## config.mk

```make
export PLATFORM = sky130hd
export DESIGN_NAME = aspect_ratio_fit_scaler
export DESIGN_NICKNAME = d
export VERILOG_FILES = /design/src/rtl/arf_pkg.sv /design/src/rtl/aspect_ratio_fit_scaler.sv /design/src/rtl/arf_div_pipe.sv
export SDC_FILE = /design/constraint.sdc
export NUM_CORES = 2
export LEC_CHECK = 0
export BUFFER_PORTS_ARGS = -buffer_cell sky130_fd_sc_hd__buf_2
export CAP_MARGIN = 20
export CORE_UTILIZATION = 58
export DETAILED_ROUTE_END_ITERATION = 8
export HOLD_SLACK_MARGIN = 0.08
export PLACE_DENSITY = 0.81
export RECOVER_POWER = 100
export SETUP_SLACK_MARGIN = 0.15
export SLEW_MARGIN = 20
export SYNTH_ARGS = -nofsm -noshare
export SYNTH_HDL_FRONTEND = slang
export SYNTH_SLANG_ARGS = --single-unit
```

## constraint.sdc

```tcl
create_clock -name i_clk -period 17.5 [get_ports i_clk]
set_input_delay 0.875 -clock i_clk [delete_from_list [all_inputs] [get_ports i_clk]]
set_output_delay 0.875 -clock i_clk [all_outputs]
set_load 0.1 [all_outputs]
```

## src/rtl/arf_pkg.sv

```systemverilog
// ----------------------------------------------------------------------------
// arf_pkg
// Shared types and codes for the aspect ratio fit scaler.
// ----------------------------------------------------------------------------
package arf_pkg;

    // Fit mode codes; the unused code behaves like FIT_IGNORE.
    typedef enum logic [1:0] {
        FIT_IGNORE = 2'd0,
        FIT_KEEP   = 2'd1,
        FIT_EXPAND = 2'd2
    } t_fit_mode;

    // Divide lanes: candidate width and alternate height.
    localparam int LANES  = 2;
    localparam int LANE_C = 0;
    localparam int LANE_A = 1;

    // Control that rides along with an item through the divider.
    typedef struct packed {
        logic bypass;   // return the target box unchanged
        logic expand;   // cover the box instead of fitting inside it
    } t_flags;

endpackage

```

## src/rtl/aspect_ratio_fit_scaler.sv

```systemverilog
// ----------------------------------------------------------------------------
// aspect_ratio_fit_scaler
// Fits a source size into a target box, ignoring, keeping or covering ratio.
// ----------------------------------------------------------------------------
// Usage:
//   Input channel i_valid/o_ready carries one request per beat: source size,
//   target box and fit mode. Output channel o_valid/i_ready carries one
//   result per request, in order: width, height and a saturation flag.
//   The pipeline has one multiply stage, DIM_BITS divider stages at one
//   quotient bit each and one select stage. Throughput is one request per
//   cycle unless the output stalls; both quotients (width from target
//   height, height from target width) are computed side by side and the
//   select stage picks one, so no item waits on another.
//   Every stage holds its own valid bit. When the receiver stalls, beats
//   pile up behind the output register and bubbles are squeezed out;
//   o_ready drops only once every stage is full.
//   Reset clears all valid bits; nothing is in flight afterward.
// ----------------------------------------------------------------------------
module aspect_ratio_fit_scaler #(
    parameter int DIM_BITS = 16
) (
    input  logic                i_clk,
    input  logic                i_rst_n,
    input  logic                i_valid,
    output logic                o_ready,
    input  logic [DIM_BITS-1:0] i_source_width,
    input  logic [DIM_BITS-1:0] i_source_height,
    input  logic [DIM_BITS-1:0] i_target_width,
    input  logic [DIM_BITS-1:0] i_target_height,
    input  logic [1:0]          i_fit_mode,
    output logic                o_valid,
    input  logic                i_ready,
    output logic [DIM_BITS-1:0] o_result_width,
    output logic [DIM_BITS-1:0] o_result_height,
    output logic                o_saturated
);
    import arf_pkg::*;

    localparam logic [DIM_BITS-1:0] DIM_MAX = {DIM_BITS{1'b1}};
    localparam int                  SIDE_W  = 2 * DIM_BITS;

    // multiply stage
    logic                  r_a_valid;
    logic [2*DIM_BITS-1:0] r_a_prod_c;
    logic [2*DIM_BITS-1:0] r_a_prod_a;
    logic [DIM_BITS-1:0]   r_a_sw;
    logic [DIM_BITS-1:0]   r_a_sh;
    logic [DIM_BITS-1:0]   r_a_tw;
    logic [DIM_BITS-1:0]   r_a_th;
    t_flags                r_a_flags;

    logic [2*DIM_BITS-1:0] n_prod_c;
    logic [2*DIM_BITS-1:0] n_prod_a;
    t_flags                n_flags;
    logic                  a_rdy;

    // divider hookup
    logic                  div_rdy;
    logic                  div_valid;
    logic [DIM_BITS-1:0]   div_hi   [LANES];
    logic [DIM_BITS-1:0]   div_lo   [LANES];
    logic [DIM_BITS-1:0]   div_den  [LANES];
    logic [DIM_BITS-1:0]   div_quot [LANES];
    logic [LANES-1:0]      div_ovf;
    t_flags                div_flags;
    logic [SIDE_W-1:0]     div_side;

    // select stage
    logic                  r_o_valid;
    logic [DIM_BITS-1:0]   r_o_w;
    logic [DIM_BITS-1:0]   r_o_h;
    logic                  r_o_sat;
    logic [DIM_BITS-1:0]   n_o_w;
    logic [DIM_BITS-1:0]   n_o_h;
    logic                  n_o_sat;
    logic                  c_rdy;

    logic [DIM_BITS-1:0]   c_tw;
    logic [DIM_BITS-1:0]   c_th;
    logic                  c_keep_h;

    // candidate width numerator th*sw, alternate height numerator tw*sh
    always_comb begin
        n_prod_c       = SIDE_W'(i_target_height) * SIDE_W'(i_source_width);
        n_prod_a       = SIDE_W'(i_target_width)  * SIDE_W'(i_source_height);
        n_flags.expand = (i_fit_mode == FIT_EXPAND);
        n_flags.bypass = !((i_fit_mode == FIT_KEEP) || (i_fit_mode == FIT_EXPAND))
                         || (i_source_width == '0) || (i_source_height == '0);
    end

    assign a_rdy   = !r_a_valid || div_rdy;
    assign o_ready = a_rdy;

    always_ff @(posedge i_clk) begin
        if (!i_rst_n) begin
            r_a_valid <= 1'b0;
        end else if (a_rdy) begin
            r_a_valid <= i_valid;
        end
        if (a_rdy && i_valid) begin
            r_a_prod_c <= n_prod_c;
            r_a_prod_a <= n_prod_a;
            r_a_sw     <= i_source_width;
            r_a_sh     <= i_source_height;
            r_a_tw     <= i_target_width;
            r_a_th     <= i_target_height;
            r_a_flags  <= n_flags;
        end
    end

    always_comb begin
        div_hi[LANE_C]  = r_a_prod_c[2*DIM_BITS-1:DIM_BITS];
        div_lo[LANE_C]  = r_a_prod_c[DIM_BITS-1:0];
        div_den[LANE_C] = r_a_sh;
        div_hi[LANE_A]  = r_a_prod_a[2*DIM_BITS-1:DIM_BITS];
        div_lo[LANE_A]  = r_a_prod_a[DIM_BITS-1:0];
        div_den[LANE_A] = r_a_sw;
    end

    arf_div_pipe #(
        .DIM_BITS (DIM_BITS),
        .SIDE_W   (SIDE_W)
    ) u_div (
        .i_clk    (i_clk),
        .i_rst_n  (i_rst_n),
        .i_valid  (r_a_valid),
        .o_ready  (div_rdy),
        .i_num_hi (div_hi),
        .i_num_lo (div_lo),
        .i_den    (div_den),
        .i_flags  (r_a_flags),
        .i_side   ({r_a_tw, r_a_th}),
        .o_valid  (div_valid),
        .i_ready  (c_rdy),
        .o_quot   (div_quot),
        .o_ovf    (div_ovf),
        .o_flags  (div_flags),
        .o_side   (div_side)
    );

    assign c_tw = div_side[SIDE_W-1:DIM_BITS];
    assign c_th = div_side[DIM_BITS-1:0];

    // an overflowed candidate is above any target width
    always_comb begin
        if (div_flags.expand) begin
            c_keep_h = div_ovf[LANE_C] || (div_quot[LANE_C] >= c_tw);
        end else begin
            c_keep_h = !div_ovf[LANE_C] && (div_quot[LANE_C] <= c_tw);
        end

        if (div_flags.bypass) begin
            n_o_w   = c_tw;
            n_o_h   = c_th;
            n_o_sat = 1'b0;
        end else if (c_keep_h) begin
            n_o_w   = div_ovf[LANE_C] ? DIM_MAX : div_quot[LANE_C];
            n_o_h   = c_th;
            n_o_sat = div_ovf[LANE_C];
        end else begin
            n_o_w   = c_tw;
            n_o_h   = div_ovf[LANE_A] ? DIM_MAX : div_quot[LANE_A];
            n_o_sat = div_ovf[LANE_A];
        end
    end

    assign c_rdy = !r_o_valid || i_ready;

    always_ff @(posedge i_clk) begin
        if (!i_rst_n) begin
            r_o_valid <= 1'b0;
        end else if (c_rdy) begin
            r_o_valid <= div_valid;
        end
        if (c_rdy && div_valid) begin
            r_o_w   <= n_o_w;
            r_o_h   <= n_o_h;
            r_o_sat <= n_o_sat;
        end
    end

    assign o_valid         = r_o_valid;
    assign o_result_width  = r_o_w;
    assign o_result_height = r_o_h;
    assign o_saturated     = r_o_sat;

`ifndef SYNTHESIS
    // a saturated result carries the maximum in one of its sides
    a_sat_max: assert property (@(posedge i_clk) disable iff (!i_rst_n)
        r_o_valid && r_o_sat |-> (r_o_w == DIM_MAX || r_o_h == DIM_MAX))
        else $error("saturation flag without a saturated side");

    // input backpressure only when the whole pipe is full and stalled
    a_full_stall: assert property (@(posedge i_clk) disable iff (!i_rst_n)
        !o_ready |-> (o_valid && !i_ready && r_a_valid))
        else $error("input stalled while the pipeline has room");

    // nothing leaves the block right after reset
    a_reset_empty: assert property (@(posedge i_clk)
        $past(!i_rst_n) |-> !o_valid)
        else $error("output valid directly after reset");
`endif

endmodule

```

## src/rtl/arf_div_pipe.sv

```systemverilog
// ----------------------------------------------------------------------------
// arf_div_pipe
// Two-lane pipelined restoring divider, one quotient bit per stage.
// Each lane divides {num_hi, num_lo} by den. When num_hi >= den the quotient
// does not fit in DIM_BITS and the lane's overflow flag is set; the quotient
// bits are then meaningless.
// ----------------------------------------------------------------------------
module arf_div_pipe #(
    parameter int DIM_BITS = 16,
    parameter int SIDE_W   = 32
) (
    input  logic                 i_clk,
    input  logic                 i_rst_n,
    input  logic                 i_valid,
    output logic                 o_ready,
    input  logic [DIM_BITS-1:0]  i_num_hi [arf_pkg::LANES],
    input  logic [DIM_BITS-1:0]  i_num_lo [arf_pkg::LANES],
    input  logic [DIM_BITS-1:0]  i_den    [arf_pkg::LANES],
    input  arf_pkg::t_flags      i_flags,
    input  logic [SIDE_W-1:0]    i_side,
    output logic                 o_valid,
    input  logic                 i_ready,
    output logic [DIM_BITS-1:0]  o_quot   [arf_pkg::LANES],
    output logic [arf_pkg::LANES-1:0] o_ovf,
    output arf_pkg::t_flags      o_flags,
    output logic [SIDE_W-1:0]    o_side
);
    import arf_pkg::*;

    localparam int STAGES = DIM_BITS;

    logic                r_v     [STAGES];
    logic [DIM_BITS-1:0] r_rem   [LANES][STAGES];
    logic [DIM_BITS-1:0] r_lo    [LANES][STAGES];
    logic [DIM_BITS-1:0] r_den   [LANES][STAGES];
    logic [LANES-1:0]    r_ovf   [STAGES];
    t_flags              r_flags [STAGES];
    logic [SIDE_W-1:0]   r_side  [STAGES];

    logic                up_v     [STAGES];
    logic [DIM_BITS-1:0] up_rem   [LANES][STAGES];
    logic [DIM_BITS-1:0] up_lo    [LANES][STAGES];
    logic [DIM_BITS-1:0] up_den   [LANES][STAGES];
    logic [LANES-1:0]    up_ovf   [STAGES];
    t_flags              up_flags [STAGES];
    logic [SIDE_W-1:0]   up_side  [STAGES];

    logic [DIM_BITS-1:0] n_rem [LANES][STAGES];
    logic [DIM_BITS-1:0] n_lo  [LANES][STAGES];
    logic                stg_rdy [STAGES];

    // stage inputs
    always_comb begin
        for (int j = 0; j < STAGES; j++) begin
            if (j == 0) begin
                up_v[j]     = i_valid;
                up_flags[j] = i_flags;
                up_side[j]  = i_side;
                for (int l = 0; l < LANES; l++) begin
                    up_rem[l][j]   = i_num_hi[l];
                    up_lo[l][j]    = i_num_lo[l];
                    up_den[l][j]   = i_den[l];
                    up_ovf[j][l]   = (i_num_hi[l] >= i_den[l]);
                end
            end else begin
                up_v[j]     = r_v[j-1];
                up_flags[j] = r_flags[j-1];
                up_side[j]  = r_side[j-1];
                up_ovf[j]   = r_ovf[j-1];
                for (int l = 0; l < LANES; l++) begin
                    up_rem[l][j] = r_rem[l][j-1];
                    up_lo[l][j]  = r_lo[l][j-1];
                    up_den[l][j] = r_den[l][j-1];
                end
            end
        end
    end

    // one restoring step per stage; quotient bits shift into the low word
    always_comb begin
        logic [DIM_BITS:0] t;
        logic              ge;
        t  = '0;
        ge = 1'b0;
        for (int j = 0; j < STAGES; j++) begin
            for (int l = 0; l < LANES; l++) begin
                t  = {up_rem[l][j], up_lo[l][j][DIM_BITS-1]};
                ge = (t >= {1'b0, up_den[l][j]});
                n_rem[l][j] = ge ? DIM_BITS'(t - {1'b0, up_den[l][j]})
                                 : t[DIM_BITS-1:0];
                n_lo[l][j]  = {up_lo[l][j][DIM_BITS-2:0], ge};
            end
        end
    end

    // a stage takes a beat when empty or when its own beat moves on
    always_comb begin
        for (int j = STAGES - 1; j >= 0; j--) begin
            if (j == STAGES - 1) begin
                stg_rdy[j] = !r_v[j] || i_ready;
            end else begin
                stg_rdy[j] = !r_v[j] || stg_rdy[j+1];
            end
        end
    end

    always_ff @(posedge i_clk) begin
        for (int j = 0; j < STAGES; j++) begin
            if (!i_rst_n) begin
                r_v[j] <= 1'b0;
            end else if (stg_rdy[j]) begin
                r_v[j] <= up_v[j];
            end
            if (stg_rdy[j] && up_v[j]) begin
                r_flags[j] <= up_flags[j];
                r_side[j]  <= up_side[j];
                r_ovf[j]   <= up_ovf[j];
                for (int l = 0; l < LANES; l++) begin
                    r_rem[l][j] <= n_rem[l][j];
                    r_lo[l][j]  <= n_lo[l][j];
                    r_den[l][j] <= up_den[l][j];
                end
            end
        end
    end

    assign o_ready = stg_rdy[0];
    assign o_valid = r_v[STAGES-1];
    assign o_flags = r_flags[STAGES-1];
    assign o_side  = r_side[STAGES-1];
    assign o_ovf   = r_ovf[STAGES-1];

    always_comb begin
        for (int l = 0; l < LANES; l++) begin
            o_quot[l] = r_lo[l][STAGES-1];
        end
    end

endmodule

```

==> flow_summary.json <==
{
  "cts_max_level": 4,
  "ys_seq_area_share_pct": 58.5,
  "grt_start_max_net_pins": 134,
  "die_x_microns": 446,
  "clk_pin_slew_ns": 0.06,
  "coreArea_sq_um": 195000,
  "p_leak_uw": 0.0481,
  "ctsResizeCount": 0,
  "drt-total-wl_microns": 222000,
  "vias": 64387,
  "end_kind": "flip-flop",
  "drt_pass1_iterations": 9,
  "status": "finished, violations left",
  "grt_pass1_vias": 67309,
  "postSynthAreaPerCell_sq_um": 13.6,
  "clockRootBuffer": "clkbuf_16",
  "tritoncts": "built",
  "netlist_instances": 8423,
  "die_y_microns": 446,
  "grt_antenna_before_repair": 4,
  "slew_viol_final": 2568,
  "drtIter0Drc": 3894,
  "path_class": "flip-flop to flip-flop",
  "synth_top_flop_cell": "edfxtp_1",
  "slew_headroom_pct": -357,
  "synthTopCellsByArea": "edfxtp_1 58%, ha_1 8.4%, fa_1 7.3%",
  "final-setup-viol-count": 0,
  "numClockSinks": 2229,
  "maxCapViolCount": 54,
  "overflow": 0,
  "dp_cells": 11046,
  "pin_count": 105,
  "layout_commonest_cell": "edfxtp_1",
  "synth_seq_cells": 2229,
  "track_usage_pct": 22.4,
  "cts_inserted_buffers": 215,
  "final_cell_mix": "2226 x edfxtp_1, 1120 x inv_1, 769 x ha_1",
  "place.gp.congestion": 0.913,
  "start_util_pct": 58.6,
  "period_share_pct": 47.7,
  "clock_skew_ns": 0.0609,
  "required_ns": 17.89,
  "yosys.area.top_type": "edfxtp_1",
  "grt_pass1_wl_microns": 353000,
  "tightest_slew_ns": 6.85,
  "r2r_start": "o_valid",
  "syn_nets": 9680,
  "crit_path_start": "o_valid",
  "clock_latency_ns": 0.85,
  "power_density_nw_per_um2": 127,
  "rsz0062_at_grt": "no",
  "ctsHoldBuffers": 0,
  "synth_area_sq_um": 114000,
  "peakVddDrop_mv": 0.124,
  "cp-start-kind": "flip-flop",
  "drive_above_1_share_pct": 6.87,
  "portBuffers": 104,
  "dp_hpwl_microns": 155000,
  "drtAntennaViolNets": 0,
  "holdWs_ns": 0.285,
  "fillers": 14062,
  "hp-start": "i_valid",
  "viasPerCell": 5.62,
  "path_max_fanout": 60,
  "fmax_mhz": 120,
  "fin_nets": 9899,
  "worstHoldPathType": "primary input to flip-flop",
  "post_drt_wl_per_cell_microns": 19.4,
  "yosys_warnings": 0,
  "remaining_drc_errors": 0,
  "dieArea_sq_um": 199000,
  "area_growth_pct": 8.16,
  "violations": "capacitance limit, slew limit",
  "netlist.area_leader.share_pct": 58.4,
  "arrival_ns": 8.74,
  "tns_ns": 0,
  "synth-edff-count": 2226,
  "async_reset_ff_share_pct": 0,
  "post-cts-setup-buffer-count": 0,
  "final_cells": 11452,
  "cts_max_path_buffers": 3,
  "final-hold-violation-count": 0,
  "final.min_clock_period_ns": 8.35,
  "row_count": 162,
  "synth_cell_type_count": 78
}
==> sequential cells by signal, indices dropped and copies added, names as in the netlist, 32 cells and up <==
| name | count |
|---|---|
| u_div.r_side | 512 |
| u_div.r_den | 480 |
| u_div.r_rem | 480 |
| r_a_prod_a | 32 |
| u_div.r_flags | 32 |
| u_div.r_lo | 512 |
| r_a_prod_c | 32 |
| u_div.r_ovf | 32 |
==> routing by layer <==
layer / track usage [%] / up-vias / wire [microns]
li1: - / 30385 / -
met5: 0 / - / 0
met4: 9.45 / 0 / 8990
met2: 40.5 / 1926 / 114000
met3: 2.70 / 564 / 9670
met1: 26.9 / 31512 / 89300
==> layout make-up <==
type | instances | area [sq um] | area share [%]
inverter | 1120 | 4200 | 3.40
clock inverter | 144 | 1510 | 1.22
tap | 2624 | 3280 | 2.65
sequential | 2229 | 66900 | 54.1
antenna | 1 | 2.50 | 0.00202
multi-input combinational | 4936 | 41700 | 33.7
clock buffer | 258 | 5580 | 4.51
timing repair buffer | 140 | 532 | 0.430
==> synth_stat cells, types with 28 or more instances <==
library cell  number
edfxtp_1        2226
inv_1           1120
ha_1             769
nand2_1          586
fa_1             418
nor2_1           345
a21oi_1          309
o21ai_0          291
xnor2_1          265
and2_1           246
a21o_1           135
o21a_1           135
mux2_2           132
nor2b_1          120
nand4_1          117
clkbuf_1         113
nor3_1           113
xor2_1           107
mux2_4            96
mux2i_1           84
nand2b_1          57
nand3_1           52
or3_1             45
or2_2             44
o31ai_1           41
and3_1            39
a21boi_0          33
a31oi_1           33
a211o_1           31
nor4_1            31
a211oi_1          28
==> critical path, cell delays in order, from the launching register on <==
cell and delay, ns:
dfxtp_1 0.31, nor2b_1 0.17, and3_1 0.27, and3_1 0.26, and2_0 0.35, and3_1 0.38, and3_1 0.31, a31oi_1 1.43
clkbuf_1 2.31, clkbuf_1 2.00
==> path summary, 6_finish.rpt <==
kind	endpoint	slack, ns	cells past startpoint
worst max-delay path	u_div.r_lo[0][426]	9.15	9
worst max register to register	u_div.r_lo[0][426]	9.15	9
worst min-delay path	r_a_valid	0.29	3
worst min register to register	u_div.r_side[1][9]	0.39	0
==> kinds of logic after synthesis <==
group / Yosys count / share of synthesized area, %
buf+inv: 1258 / 4.24
mux: 313 / 3.30
compound gates: 1249 / 7.66
fa+ha+maj: 1187 / 15.7
simple gates: 1815 / 7.75
xor+xnor: 372 / 2.85
flops: 2229 / 58.5
==> metrics by stage <==
stage	util, %	setup slack, ns	power [uW]	instance area [sq um]
final	63.3	9.15	15800	124000
after floorplan	-	4.87	10200	114000
after global placement	60.4	10.01	11200	118000
after detailed placement	60.4	9.93	11300	118000
after global routing	63.3	8.35	16700	124000
after CTS	64.0	10.85	15900	125000
==> report_power, final <==
part           switching, uW  internal (uW)  total [uW]
logic                   2740           2090        4820
clock network           1970           2630        4600
registers               97.7           6240        6340
Note: power is estimated with default switching activity, not from simulation.
